## src/rtl/srl_ram.sv

```systemverilog
// Generic simple dual-port RAM, one write and one registered read per cycle.
// No dependencies.
module srl_ram #(
  parameter int WIDTH = 8,
  parameter int DEPTH = 64,
  localparam int AW = $clog2(DEPTH)
) (
  input  logic             clk,
  input  logic             we,
  input  logic [AW-1:0]    waddr,
  input  logic [WIDTH-1:0] wdata,
  input  logic             re,
  input  logic [AW-1:0]    raddr,
  output logic [WIDTH-1:0] rdata
);

  logic [WIDTH-1:0] mem [DEPTH];

  always_ff @(posedge clk) begin
    if (we) begin
      mem[waddr] <= wdata;
    end
    if (re) begin
      rdata <= mem[raddr];
    end
  end

endmodule

```

## config.mk

```make
export PLATFORM = sky130hd
export DESIGN_NAME = srl_ram
export DESIGN_NICKNAME = d
export VERILOG_FILES = /design/src/rtl/srl_ram.sv
export SDC_FILE = /design/constraint.sdc
export NUM_CORES = 1
export LEC_CHECK = 0
export ABC_AREA = 0
export BUFFER_PORTS_ARGS = -buffer_cell sky130_fd_sc_hd__clkbuf_2
export CORE_MARGIN = 4
export CORE_UTILIZATION = 40
export DETAILED_ROUTE_END_ITERATION = 10
export GPL_TIMING_DRIVEN = 0
export SETUP_SLACK_MARGIN = 0.15
export SLEW_MARGIN = 15
export SYNTH_ARGS = -nofsm -noshare
export SYNTH_HDL_FRONTEND = slang
export SYNTH_SLANG_ARGS = --single-unit
```

## constraint.sdc

```tcl
create_clock -name clk -period 2.6 [get_ports clk]
set_clock_uncertainty 0.05 [all_clocks]
set_input_delay 0.26 -clock clk [delete_from_list [all_inputs] [get_ports clk]]
set_output_delay 0.26 -clock clk [all_outputs]
set_load 0.005 [all_outputs]
```

# Word level (Yosys, flattened, before mapping)
# Memory sizes are Yosys's and may differ from the RTL's. A register that Yosys moved wholly into a read port is not among the register bits.
# Cells that the tools add are included.
# W data, S select, Z words.
# classes
add_sub_neg	0
multipliers	0
div	0
order_cmp	0
eq_ne	0
n_shift	0
n_mux	2
n_bitwise	0
n_reduce_logical	0
# ops
op	count
$mux W1	2
# word_totals
reg_bits	0
latch_bits	0
mem_bits_rw	512
romBits	0
input_bits	23
output_inout_bits	8
wordCells	3
mem_count	1
# memory_table
memory	depth	word_bits	read_ports	rd_ports_with_merged_regs	write_ports	line_no	rtl
mem	64	8	1	1	1	17	logic [WIDTH-1:0] mem [DEPTH];

# Logic depth before layout (Yosys ltp)
# logic_depth
word_depth	2
ltp_mapped	9
mapped_depth_nobuf	5

# Least setup slack after synthesis
# No wires, ideal clock.
# synth_timing
path_type	in2reg
start	input port raddr[1]
end	register rdata[3], read port of mem, data pin
setup_time_ns	0.266
arrival_ns	1.800
required_time_ns	2.284
setup_slack_ns	0.484
cell_stages	7
n_path_buf	3
cell_sequence	buf_4 buf_2 buf_2 mux4_2 mux4_2 o21ai_1 o41ai_1
# synth_rtl
element	line_no	rtl
start, declared	13	input logic [AW-1:0] raddr,
end, declared	14	output logic [WIDTH-1:0] rdata

==> impl_metrics.py <==
metrics = {
    "global_route": {
        "gr-usage-all-layers": 0.183,
        "grt_antenna_before_repair": 2,
        "grt_remaining_overflow": 0,
        "grt_pass1_wl_um": 70600,
        "grt_max_degree": 65,
        "grt.met3_usage": 0.0345,
        "met1_usage": 0.267,
        "busiest_layer": "met2",
        "first_global_vias": 9778,
        "met2_usage": 0.284,
    },
    "timing": {
        "tns_ps": 0,
        "finalHoldViolCount": 0,
        "setup_viol": 0,
        "fmax_ghz": 0.402,
        "slew_viol_final": 0,
        "rsz0062_at_grt": "false",
        "slew_headroom": 0.297,
        "period_share": 0.956,
        "tightest_slew_ps": 1050,
        "layout_min_cycle_time_ps": 2490,
    },
    "placed_design": {
        "port_buffers": 22,
        "place_hpwl_um": 30800,
        "gp_congestion": 0.878,
    },
    "floorplan": {
        "die_w_um": 233,
        "die_area_um2": 54300,
        "rows": 82,
        "die_height_um": 233,
        "initial_core_util": 0.404,
        "io_pins": 31,
        "core_area_um2": 50100,
    },
    "synthesis": {
        "postSynthCellCount": 940,
        "yosys-mux-area-fraction": 0.159,
        "syn_nets": 963,
        "synthSimpleGateAreaFrac": 0.0337,
        "synthXorXnorAreaFrac": 0,
        "synth_fa_ha_area_frac": 0,
        "synth_top_family_by_area": "multiplexers",
        "syn-cell-area_um2": 20200,
        "yosysWarnings": 0,
        "synth_seq_cells": 520,
        "synth-compound-area-share": 0.0206,
        "syn_area_per_cell_um2": 21.5,
        "synth_cell_types": 39,
        "ys_seq_area_frac": 0.771,
    },
    "clock_tree": {
        "htree_levels": 2,
        "cts.sinks": 520,
        "cts_hold_buffers": 0,
        "cts_tree": "done",
        "clk_path_buf_depth": 3,
        "cts_root_buf": "clkbuf_16",
        "clkTransAtPathRegs_ps": 60,
        "numCtsBuffers": 50,
        "worstSkewPairLatency_ps": 580,
    },
    "setup_path": {
        "endpoint_kind": "flip-flop",
        "crit_required_ps": 2830,
        "startpoint_type": "primary input",
        "cp_data_arrival_time_ps": 2720,
        "path_class": "in2reg",
        "crit_path_max_fanout": 10,
    },
    "job": {
        "maxCapViolations": 0,
    },
    "power": {
        "peakVddDrop_uv": 565,
        "p_leak_nw": 6.98,
        "power_density_nw_per_um2": 747,
    },
    "routing": {
        "first_pass_iters": 5,
        "wl_per_cell_um": 28.2,
        "vias_per_cell": 5.69,
        "drtIter0Drc": 1249,
        "vias": 9840,
        "drc": 0,
        "wl_um": 48700,
        "ant_nets": 0,
    },
    "final_layout": {
        "drive_above_1_share": 0.248,
        "fin_nets": 1037,
        "syn_to_final_growth_pct": 12.4,
        "layout_common_cells": "520 x edfxtp_1, 126 x mux4_2, 83 x nor2_1",
        "post-route-util": 0.455,
        "final_common_cell": "edfxtp_1",
        "fillers": 4267,
    },
    "run_status": {
        "status": "finished clean",
    },
    "min_path": {
        "hold_class": "in2reg",
    },
}
[cells in the mapped netlist, drive strengths merged]
cell type | n | area, µm²
nand4b | 1 | 8.76
a2111oi | 2 | 17.5
nand4 | 2 | 12.5
nand3b | 3 | 22.5
or3 | 1 | 6.26
nor4 | 2 | 12.5
a221oi | 6 | 52.6
edfxtp | 520 | 15600
o221a | 2 | 22.5
o21a | 2 | 15.0
o2111ai | 3 | 26.3
nor2 | 83 | 312
a21oi | 3 | 15.0
nor3 | 7 | 35.0
nand3 | 13 | 65.1
nand2 | 19 | 71.3
o221ai | 8 | 70.1
o2bb2ai | 3 | 26.3
and2 | 1 | 6.26
mux2i | 23 | 230
clkbuf | 17 | 63.8
nor2b | 14 | 87.6
o41ai | 2 | 17.5
o311ai | 1 | 8.76
o21ai | 4 | 20.0
a211oi | 4 | 30.0
nand2b | 7 | 43.8
mux4 | 126 | 2840
mux2 | 13 | 146
o22ai | 8 | 50.1
a22oi | 3 | 22.5
o32ai | 2 | 17.5
buf | 34 | 253
a31oi | 1 | 6.26
[critical path, stage by stage]
cell	delay, ps
buf_4	200
buf_2	330
buf_4	330
buf_2	400
nand3_2	330
o221ai_1	450
a21oi_1	70
o21ai_1	150
o41ai_2	170
[path summary, 6_finish.rpt]
kind,start,endpoint,slack [ps],cells after the start
setup / recovery,raddr[1],rdata[3],110,9
hold / removal,re,rdata[0],70,1
setup reg to reg,mem[21][4],rdata[4],270,5
hold reg to reg,mem[5][7],rdata[7],920,4
[report_power, final]
part           switching (mW)  internal (mW)  total [mW]
registers              0.0165           9.30        9.32
logic                   0.595          0.330       0.925
clock network            2.97           3.78        6.75
total                    3.58           13.4        17.0
[per-layer routing]
metal,vias up,wire [µm]
met5,-,0
met4,0,1150
met3,58,3600
met2,397,23200
met1,5296,20800
li1,4089,-
[layout make-up]
class | instances | area (µm²) | share of cell area
plain buffers | 51 | 330 | 0.0145
clock inverters | 26 | 164 | 0.00720
clock buffers | 65 | 1330 | 0.0584
flip-flops and latches | 520 | 15600 | 0.686
well taps | 672 | 841 | 0.0369
diodes | 3 | 7.51 | 0.000330
repair buffers | 22 | 130 | 0.00572
multi-input cells | 369 | 4350 | 0.191
[kinds of logic (layout without fill, tap and decap cells)]
| logic type | after synthesis | after routing |
|---|---|---|
| flops | 520 | 520 |
| simple gates | 153 | 153 |
| other cells | 0 | 3 |
| buf+inv | 51 | 164 |
| mux | 162 | 162 |
| compound gates | 54 | 54 |
[through the flow]
stage / cells / power (mW) / setup WS (ps) / instance area, µm² / hold WS (ps)
after floorplan: 940 / 9.98 / 484 / 20200 / 309
after global placement: 1634 / 10.4 / -668 / 21200 / 612
after detailed placement: 1634 / 10.4 / -658 / 21200 / 615
after CTS: 1725 / 17.1 / 210 / 22700 / 27.3
after global routing: 1725 / 17.5 / 134 / 22800 / 45.7
final: 1728 / 17.0 / 114 / 22800 / 70.9
[state kept, by name, summed over array words and instances, names as in the netlist]
signal / flops
mem: 512
rdata: 8
[timing repair]
action,CTS,global route
resized for setup,5,9
pin swaps,0,0
endpoints found under the setup margin,4,6
buffers inserted,0,0
(Power assumes the default switching activity.)
