**config.mk**
```make
export PLATFORM = sky130hd
export DESIGN_NAME = srl_ctrl_flat
export DESIGN_NICKNAME = d
export VERILOG_FILES = /design/src/rtl/srl_pkg.sv /design/src/rtl/srl_if.sv /design/src/rtl/srl_ctrl.sv /design/src/flat_wrapper.sv
export SDC_FILE = /design/constraint.sdc
export NUM_CORES = 1
export LEC_CHECK = 0
export BUFFER_PORTS_ARGS = -buffer_cell sky130_fd_sc_hd__buf_4
export CAP_MARGIN = 0
export CELL_PAD_IN_SITES_DETAIL_PLACEMENT = 0
export CELL_PAD_IN_SITES_GLOBAL_PLACEMENT = 1
export CORE_AREA = 2 2 174 176
export DETAILED_ROUTE_END_ITERATION = 12
export DIE_AREA = 0 0 176 178
export PLACE_DENSITY_LB_ADDON = 0.08
export SLEW_MARGIN = 20
export SYNTH_ARGS = -nofsm -noshare
export SYNTH_HDL_FRONTEND = slang
export SYNTH_SLANG_ARGS = --single-unit
```
**constraint.sdc**
```tcl
create_clock -name clk -period 4.5 [get_ports clk]
set_clock_uncertainty 0.05 [all_clocks]
set_input_delay 0.9 -clock clk [delete_from_list [all_inputs] [get_ports clk]]
set_output_delay 0.9 -clock clk [all_outputs]
set_load 0.01 [all_outputs]
```
**src/rtl/srl_pkg.sv**
```systemverilog
// Package for the sequential record list: sizes, codes and record types.
// Used by the interfaces, the controller, the top level and the checker.
package srl_pkg;

  localparam int CAPACITY  = 64;
  localparam int KEY_BYTES = 8;

  localparam int KEY_W   = 64;
  localparam int NAME_W  = 64;
  localparam int SCORE_W = 10;
  localparam int ADDR_W  = $clog2(CAPACITY);
  localparam int CNT_W   = $clog2(CAPACITY + 1);

  localparam logic [KEY_W-1:0] KEY_MASK = {KEY_W{1'b1}} >> (KEY_W - 8 * KEY_BYTES);

  typedef enum logic [1:0] {
    KIND_APPEND   = 2'd0,
    KIND_DEL_HEAD = 2'd1,
    KIND_SEARCH   = 2'd2,
    KIND_DEL_KEY  = 2'd3
  } kind_t;

  typedef enum logic [1:0] {
    ST_DONE      = 2'd0,
    ST_FULL      = 2'd1,
    ST_EMPTY     = 2'd2,
    ST_NOT_FOUND = 2'd3
  } status_t;

  typedef struct packed {
    logic [KEY_W-1:0]   key;
    logic [NAME_W-1:0]  name;
    logic [SCORE_W-1:0] score;
  } rec_t;

  typedef struct packed {
    logic              we;
    logic [ADDR_W-1:0] waddr;
    rec_t              wdata;
    logic              re;
    logic [ADDR_W-1:0] raddr;
  } mem_req_t;

  typedef struct packed {
    status_t          status;
    logic [CNT_W-1:0] position;
    logic [CNT_W-1:0] entry_total;
  } res_t;

endpackage

```
**src/rtl/srl_if.sv**
```systemverilog
// Valid/ready channel interfaces for the sequential record list.
// Depends on srl_pkg.
interface srl_in_if;
  logic                          valid;
  logic                          ready;
  srl_pkg::kind_t                kind;
  logic [srl_pkg::KEY_W-1:0]     rec_key;
  logic [srl_pkg::NAME_W-1:0]    rec_name;
  logic [srl_pkg::SCORE_W-1:0]   rec_score;

  modport source (output valid, kind, rec_key, rec_name, rec_score, input ready);
  modport sink (input valid, kind, rec_key, rec_name, rec_score, output ready);
endinterface


```
**src/rtl/srl_ctrl.sv**
```systemverilog
// Command sequencer: scans and shifts the record memory one entry a cycle.
// Depends on srl_pkg and srl_in_if.
module srl_ctrl (
  input  logic                clk,
  input  logic                rst_n,
  srl_in_if.sink              in_bus,
  output srl_pkg::mem_req_t   mem_req,
  input  srl_pkg::rec_t       mem_rdata,
  output logic                res_valid,
  output srl_pkg::res_t       res,
  input  logic                res_ready
);

  localparam int AW = srl_pkg::ADDR_W;
  localparam int CW = srl_pkg::CNT_W;

  typedef enum logic [3:0] {
    S_IDLE  = 4'b0001,
    S_SCAN  = 4'b0010,
    S_SHIFT = 4'b0100,
    S_RESP  = 4'b1000
  } state_t;

  state_t                     state_r, state_nxt;
  logic [CW-1:0]              fill_r, fill_nxt;
  logic [CW-1:0]              issue_r, issue_nxt;
  logic                       rd_vld_r, rd_vld_nxt;
  logic [CW-1:0]              rd_idx_r, rd_idx_nxt;
  srl_pkg::kind_t             kind_r, kind_nxt;
  logic [srl_pkg::KEY_W-1:0]  key_r, key_nxt;
  srl_pkg::status_t           status_r, status_nxt;
  logic [CW-1:0]              pos_r, pos_nxt;

  logic [srl_pkg::KEY_W-1:0]  key_in;
  logic [CW-1:0]              last_idx;
  logic [CW-1:0]              rd_next;
  logic [CW-1:0]              rd_prev;
  logic [CW-1:0]              fill_inc;
  logic [CW-1:0]              fill_dec;

  assign key_in   = in_bus.rec_key & srl_pkg::KEY_MASK;
  assign last_idx = fill_r - CW'(1);
  assign rd_next  = rd_idx_r + CW'(1);
  assign rd_prev  = rd_idx_r - CW'(1);
  assign fill_inc = fill_r + CW'(1);
  assign fill_dec = fill_r - CW'(1);

  assign in_bus.ready    = (state_r == S_IDLE);
  assign res_valid       = (state_r == S_RESP);
  assign res.status      = status_r;
  assign res.position    = pos_r;
  assign res.entry_total = fill_r;

  always_comb begin
    state_nxt  = state_r;
    fill_nxt   = fill_r;
    issue_nxt  = issue_r;
    rd_vld_nxt = 1'b0;
    rd_idx_nxt = rd_idx_r;
    kind_nxt   = kind_r;
    key_nxt    = key_r;
    status_nxt = status_r;
    pos_nxt    = pos_r;
    mem_req    = '0;

    unique case (state_r)
      S_IDLE: begin
        if (in_bus.valid) begin
          kind_nxt   = in_bus.kind;
          key_nxt    = key_in;
          status_nxt = srl_pkg::ST_DONE;
          pos_nxt    = '0;
          state_nxt  = S_RESP;
          issue_nxt  = '0;
          unique case (in_bus.kind)
            srl_pkg::KIND_APPEND: begin
              if (fill_r == CW'(srl_pkg::CAPACITY)) begin
                status_nxt = srl_pkg::ST_FULL;
              end else begin
                mem_req.we          = 1'b1;
                mem_req.waddr       = fill_r[AW-1:0];
                mem_req.wdata.key   = key_in;
                mem_req.wdata.name  = in_bus.rec_name;
                mem_req.wdata.score = in_bus.rec_score;
                fill_nxt            = fill_inc;
                pos_nxt             = fill_inc;
              end
            end
            srl_pkg::KIND_DEL_HEAD: begin
              if (fill_r == '0) begin
                status_nxt = srl_pkg::ST_EMPTY;
              end else begin
                pos_nxt = CW'(1);
                if (fill_r == CW'(1)) begin
                  fill_nxt = fill_dec;
                end else begin
                  mem_req.re    = 1'b1;
                  mem_req.raddr = AW'(1);
                  rd_vld_nxt    = 1'b1;
                  rd_idx_nxt    = CW'(1);
                  issue_nxt     = CW'(2);
                  state_nxt     = S_SHIFT;
                end
              end
            end
            srl_pkg::KIND_SEARCH, srl_pkg::KIND_DEL_KEY: begin
              if (fill_r == '0) begin
                status_nxt = (in_bus.kind == srl_pkg::KIND_SEARCH) ?
                             srl_pkg::ST_NOT_FOUND : srl_pkg::ST_EMPTY;
              end else begin
                state_nxt = S_SCAN;
              end
            end
          endcase
        end
      end

      S_SCAN: begin
        if (issue_r < fill_r) begin
          mem_req.re    = 1'b1;
          mem_req.raddr = issue_r[AW-1:0];
          rd_vld_nxt    = 1'b1;
          rd_idx_nxt    = issue_r;
          issue_nxt     = issue_r + CW'(1);
        end
        if (rd_vld_r) begin
          if (mem_rdata.key == key_r) begin
            pos_nxt    = rd_next;
            status_nxt = srl_pkg::ST_DONE;
            if (kind_r == srl_pkg::KIND_SEARCH || rd_idx_r == last_idx) begin
              if (kind_r == srl_pkg::KIND_DEL_KEY) begin
                fill_nxt = fill_dec;
              end
              mem_req.re = 1'b0;
              rd_vld_nxt = 1'b0;
              state_nxt  = S_RESP;
            end else begin
              // restart the read stream at the entry after the match
              mem_req.re    = 1'b1;
              mem_req.raddr = rd_next[AW-1:0];
              rd_vld_nxt    = 1'b1;
              rd_idx_nxt    = rd_next;
              issue_nxt     = rd_idx_r + CW'(2);
              state_nxt     = S_SHIFT;
            end
          end else if (rd_idx_r == last_idx) begin
            status_nxt = srl_pkg::ST_NOT_FOUND;
            pos_nxt    = '0;
            state_nxt  = S_RESP;
          end
        end
      end

      S_SHIFT: begin
        if (issue_r < fill_r) begin
          mem_req.re    = 1'b1;
          mem_req.raddr = issue_r[AW-1:0];
          rd_vld_nxt    = 1'b1;
          rd_idx_nxt    = issue_r;
          issue_nxt     = issue_r + CW'(1);
        end
        if (rd_vld_r) begin
          mem_req.we    = 1'b1;
          mem_req.waddr = rd_prev[AW-1:0];
          mem_req.wdata = mem_rdata;
          if (rd_idx_r == last_idx) begin
            fill_nxt  = fill_dec;
            state_nxt = S_RESP;
          end
        end
      end

      S_RESP: begin
        if (res_ready) begin
          state_nxt = S_IDLE;
        end
      end

      default: begin
        state_nxt = S_IDLE;
      end
    endcase
  end

  always_ff @(posedge clk) begin
    if (!rst_n) begin
      state_r  <= S_IDLE;
      fill_r   <= '0;
      rd_vld_r <= 1'b0;
    end else begin
      state_r  <= state_nxt;
      fill_r   <= fill_nxt;
      rd_vld_r <= rd_vld_nxt;
    end
  end

  always_ff @(posedge clk) begin
    issue_r  <= issue_nxt;
    rd_idx_r <= rd_idx_nxt;
    kind_r   <= kind_nxt;
    key_r    <= key_nxt;
    status_r <= status_nxt;
    pos_r    <= pos_nxt;
  end

endmodule

```
**src/flat_wrapper.sv**
```systemverilog
// flat-port wrapper written by rule: the top's interface ports become plain ports
module srl_ctrl_flat 
  (clk, rst_n, mem_req, mem_rdata, res_valid, res, res_ready, in_bus_valid, in_bus_kind, in_bus_rec_key, in_bus_rec_name, in_bus_rec_score, in_bus_ready);
  srl_in_if in_bus_i ();
  input  logic clk;
  input  logic rst_n;
  output srl_pkg::mem_req_t mem_req;
  input  srl_pkg::rec_t mem_rdata;
  output logic res_valid;
  output srl_pkg::res_t res;
  input  logic res_ready;
  input wire logic [$bits(in_bus_i.valid)-1:0] in_bus_valid;
  input wire logic [$bits(in_bus_i.kind)-1:0] in_bus_kind;
  input wire logic [$bits(in_bus_i.rec_key)-1:0] in_bus_rec_key;
  input wire logic [$bits(in_bus_i.rec_name)-1:0] in_bus_rec_name;
  input wire logic [$bits(in_bus_i.rec_score)-1:0] in_bus_rec_score;
  output wire logic [$bits(in_bus_i.ready)-1:0] in_bus_ready;
  assign in_bus_i.valid = in_bus_valid;
  assign in_bus_i.kind = in_bus_kind;
  assign in_bus_i.rec_key = in_bus_rec_key;
  assign in_bus_i.rec_name = in_bus_rec_name;
  assign in_bus_i.rec_score = in_bus_rec_score;
  assign in_bus_ready = in_bus_i.ready;
  srl_ctrl u_core (.clk(clk), .rst_n(rst_n), .in_bus(in_bus_i), .mem_req(mem_req), .mem_rdata(mem_rdata), .res_valid(res_valid), .res(res), .res_ready(res_ready));
endmodule
```
=== Word level (Yosys, flattened, before mapping) ===
Index checks and enable logic that the tools add are counted.
Widths: inputs -> output; s select.

* Word-level logic and storage cells: 139
* Output and inout bits: 170
* Bits in registers: 101
* Input bits: 282

* $lt $le $gt $ge: 1
* Reduce and logical (&&, ||, !) cells: 12
* Muxes and demuxes: 82
* Add/sub/neg operators: 6
* Eq/ne operators: 29

{| class="wikitable"
|+ Operators by type and width
! cell !! number
|-
| $mux 145 || 3
|-
| $pmux 145 s2 || 1
|-
| $mux 7 || 36
|-
| $mux 152 || 1
|-
| $pmux 7 s3 || 4
|-
| $eq 64x64->1 || 1
|-
| $pmux 7 s2 || 3
|-
| $mux 4 || 10
|-
| $add 7x1->7 const B || 3
|-
| $ne 2x1->1 const B || 8
|-
| $pmux 4 s4 || 1
|-
| $mux 2 || 7
|-
| $reduce_and 12->1 || 1
|-
| $mux 1 || 11
|-
| $eq 2x2->1 const B || 4
|-
| $pmux 4 s2 || 1
|-
| $reduce_and 4->1 || 2
|-
| $add 7x2->7 const B || 1
|-
| $eq 7x1->1 const B || 1
|-
| $eq 7x7->1 || 1
|-
| $eq 7x7->1 const B || 1
|-
| $logic_not 7->1 || 1
|-
| $lt 7x7->1 || 1
|-
| $sub 7x1->7 const B || 1
|-
| other kinds (21) || 26
|}

=== Logic depth before layout (Yosys ltp) ===
* Depth in word-level cells: 7
* Depth in mapped cells: 12
* Gate-level depth less buffers: 9

=== Worst setup path after synthesis ===
OpenSTA, ideal clock, no wires.

* Path type: reg2out
* Start: register u_core.fill_r[6]
* End: output mem_req[0] (netlist name)
* Cell stages (with the launch flop): 12
* Slack: 0.615 ns
* Required time: 3.550 ns
* Path buffers: 3
* Data arrival time: 2.935 ns
* Cell sequence: dfxtp_1 > clkbuf_1 > inv_1 > ha_1 > and3_1 > a311oi_1 > and2_1 > buf_2 > buf_1 > ha_1 > mux2i_1 > o221ai_1

{| class="wikitable"
|+ RTL lines
! what !! line !! RTL
|-
| start: declaration || srl_ctrl.sv:25 || <nowiki>logic [CW-1:0] fill_r, fill_nxt;</nowiki>
|-
| start signal: assignment || srl_ctrl.sv:192 || <nowiki>fill_r <= fill_nxt;</nowiki>
|-
| end: declaration || flat_wrapper.sv:7 || <nowiki>output srl_pkg::mem_req_t mem_req;</nowiki>
|}

==> run_results.csv <==
group,metric,value,unit
grt,grt_max_degree,85,
synth,avgSynthCellArea,10.4,um^2
placed_design,dp_slack,0.0114,ns
power_and_ir_drop,p_leak,4.91,nW
worst_setup_path,crit_start,"mem_rdata[107]",
timing,fin_tns_setup,0,ns
placed_design,placed_cells,1500,
synth,synth-simple-area-share,0.117,
outcome,status,"finished clean",
grt,grt_remaining_overflow,0,
synth,syn-num-nets,982,
grt,grt_pass1_wl,52400,um
timing,setup_violations,0,
grt,antenna_found_initial,4,
layout,drive_gt1_frac,0.461,
die,die_width,176,um
power_and_ir_drop,comb_power_share,0.499,
worst_setup_path,end_kind,"primary output",
routing,drc,0,
power_and_ir_drop,p_per_area,434,nW/um^2
die,fp.dieH,178,um
worst_setup_path,slowest_stage,"or4_1",
power_and_ir_drop,seqPwrFrac,0.332,
synth,ys_warn_count,0,
layout,area_growth,59.7,%
synth,synthDominantCellAreaShare,0.376,
timing,finalHoldViolations,0,
clock_network,cts_sinks,101,
die,fp.dieArea,31300,um^2
power_and_ir_drop,vdd_drop_max,0.216,mV
worst_setup_path,cp-start-kind,"input port",
clock_network,worstSkewPairLatency,0.38,ns
placed_design,io_buffer_count,451,
synth,async_reset_ff_frac,0,
timing,setup_ws,0.178,ns
routing,ant_nets,0,
worst_setup_path,rr_endpoint,"u_core.issue_r[6]$_DFFE_PP_",
job,max_cap_violations,0,
synth,yosysSeqAreaShare,0.410,
worst_setup_path,timing_worst_setup_path_type,"input port to primary output",
worst_setup_path,worstSetupEndpoint,"mem_req[2]",
routing,drt-pass1-iter-count,5,
clock_network,numCtsBuffers,9,
layout,final_core_util,0.386,
die,start_util,0.242,
timing,max_freq,231,MHz
worst_setup_path,r2r_setup_slack,1.43,ns
synth,synth-seq-cells,101,
synth,netlist_top_cells_count,"140 x a22o_1, 89 x edfxtp_1, 87 x xnor2_1",
timing,period_needed,4.32,ns
routing,wirelength,37400,um
grt,grt_pass1_vias,7477,
synth,synth_area_leaders,"edfxtp_1 38%, a22o_1 17%, xnor2_1 11%, dfxtp_1 3.4%, ha_1 2.8%",
worst_setup_path,worstPathMaxFanout,10,
grt,grt.total_usage,0.233,
die,core_area,29400,um^2
synth,synth_fa_ha_area_frac,0.0282,
placed_design,globalplace.congestion,0.822,
placed_design,hpwlAfterDp,30800,um
hold_path,hp-class,"register to register",
synth,synthCells,684,
synth,yosysMostFrequentCell,"a22o_1",
synth,mappedNetlistArea,7100,um^2
timing,tightest_slew,0.906,ns
worst_setup_path,r2r_cells,11,
synth,synth_area_leader_cell,"edfxtp_1",
clock_network,htree_levels,3,
power_and_ir_drop,internal_power,2.90,mW
synth,ys.flop_type,"edfxtp_1",
timing,maxSlewHeadroom,0.391,
layout,nNetsFinal,1419,
synth,synth_cell_type_count,58,
timing,min_period_over_period,0.960,
routing,vias_per_cell,4.96,
routing,drtIter0Drc,364,
worst_setup_path,r2r_start,"u_core.fill_r[1]$_SDFFE_PN0P_",
synth,synth_edf_count,89,
synth,synth_mux_area_frac,0.0225,
clock_network,clock_path_buffers,2,
worst_setup_path,worstPathRequired,3.55,ns
synth,synth_xor_area_frac,0.126,
worst_setup_path,critical-path-max-stage-delay,0.56,ns
synth,synth_top_family_by_area,"compound AO/OA/AOI/OAI gates",
layout,final_cells,1519,
power_and_ir_drop,pwr-share-clk,0.169,
routing,wl_per_cell,24.6,um
die,ios,452,
die,fp-row-count,63,
timing,slew_viol_final,0,
worst_setup_path,worst_path_most_repeated_cell,"buf_4",
clock_network,clk_pin_slew,0.08,ns
synth,synth-compound-area-share,0.248,
power_and_ir_drop,switching_share,0.409,
clock_network,tritoncts,"done",
clock_network,cts_root_buffer,"clkbuf_16",
worst_setup_path,arrival,3.37,ns
power_and_ir_drop,netSwitchingPower,2.01,mW
worst_setup_path,path_cells,"buf_4, xnor2_1, nand4_1, nor4_2, nand4_1, or4_1, buf_4, or2_1, o21ai_1, buf_4",
routing,via_count,7528,
==> power by group through the flow <==
stage	Combinational [mW]	Sequential, mW	Clock (mW)
2_1_floorplan	1.47	1.60	0
3_3_place_gp	2.46	1.65	0
3_5_place_dp	2.45	1.65	0
4_1_cts	2.46	1.63	0.853
5_1_grt	2.68	1.67	0.894
6_report	2.46	1.63	0.831
==> cell type report <==
class,instances,area (um^2)
diodes,3,7.51
clock buffers,9,225
clock inverters,7,71.3
fillers,3030,18100
inverters,16,60.1
multi-input cells,509,3890
flip-flops and latches,101,2910
well taps,390,488
repair buffers,484,3680
==> per-layer routing <==
layer / global-route usage / vias up / wire length (um)
met5: 0 / - / 16
met4: 0.0658 / 2 / 784
met3: 0.0693 / 29 / 3110
met2: 0.378 / 355 / 17300
met1: 0.301 / 3619 / 16200
li1: - / 3523 / -
==> registers in the layout, indices dropped and copies added, names as in the netlist <==
| name | cells |
|---|---|
| u_core.rd_idx_r | 7 |
| u_core.key_r | 64 |
| u_core.kind_r | 2 |
| u_core.rd_vld_r | 1 |
| u_core.pos_r | 7 |
| u_core.fill_r | 7 |
| u_core.state_r | 4 |
| u_core.status_r | 2 |
| u_core.issue_r | 7 |
==> how the worst min path moves through the flow <==
stage | slack [ns] | cells after the start | to | from
2_1_floorplan | 0.49 | 3 | u_core.state_r[3]$_SDFFE_PN0P_ | u_core.kind_r[0]$_DFFE_PP_
3_5_place_dp | 0.50 | 3 | u_core.fill_r[0]$_SDFFE_PN0P_ | u_core.fill_r[0]$_SDFFE_PN0P_
5_1_grt | 0.57 | 3 | u_core.fill_r[0]$_SDFFE_PN0P_ | u_core.fill_r[0]$_SDFFE_PN0P_
3_3_place_gp | 0.50 | 3 | u_core.fill_r[0]$_SDFFE_PN0P_ | u_core.fill_r[0]$_SDFFE_PN0P_
6_report | 0.51 | 3 | u_core.fill_r[0]$_SDFFE_PN0P_ | u_core.fill_r[0]$_SDFFE_PN0P_
4_1_cts | 0.52 | 3 | u_core.fill_r[0]$_SDFFE_PN0P_ | u_core.fill_r[0]$_SDFFE_PN0P_
==> cell families after synthesis <==
group	after synthesis
AO/OA/AOI/OAI	224
XOR/XNOR	101
adder cells (fa/ha/maj)	16
buffers and inverters	74
flip-flops	101
multiplexers	16
AND/OR/NAND/NOR	152
==> critical path, delay by kind of cell <==
kind | cells | cell delay [ns]
AO/OA/AOI/OAI | 1 | 0.09
XOR/XNOR | 1 | 0.26
buffers and inverters | 3 | 0.49
AND/OR/NAND/NOR | 5 | 1.63
==> cells in the final DEF (no fill, tap or decap), types with 4 or more instances in the layout <==
master / n
nor2b_1: 6
nor4_2: 4
dfxtp_1: 12
a22o_1: 140
and3_1: 4
inv_2: 4
inv_8: 4
buf_4: 480
inv_1: 12
edfxtp_1: 89
ha_1: 16
o21ai_1: 8
o22ai_1: 14
a21oi_1: 11
o21ai_0: 23
nand4_1: 20
xor2_1: 13
clkbuf_16: 9
nand2_1: 43
nor2_1: 19
nor4b_1: 4
nand3_1: 14
nor3_1: 11
xnor2_1: 87
mux2i_1: 16
buf_12: 4
==> stage by stage <==
stage	power [mW]	cell area [um^2]	hold slack, ns
3_3_place_gp	4.11	11000	0.497
4_1_cts	4.95	11300	0.515
2_1_floorplan	3.07	7100	0.485
3_5_place_dp	4.10	11000	0.504
6_report	4.92	11300	0.513
5_1_grt	5.25	11300	0.573
==> timing repair <==
action | 4_1_cts | 5_1_grt
hold buffers | 0 | 0
gates resized for setup | 0 | 5
endpoints found under the setup margin | 0 | 5
buffers inserted | 0 | 0
Note: power is estimated with default switching activity, not from simulation.
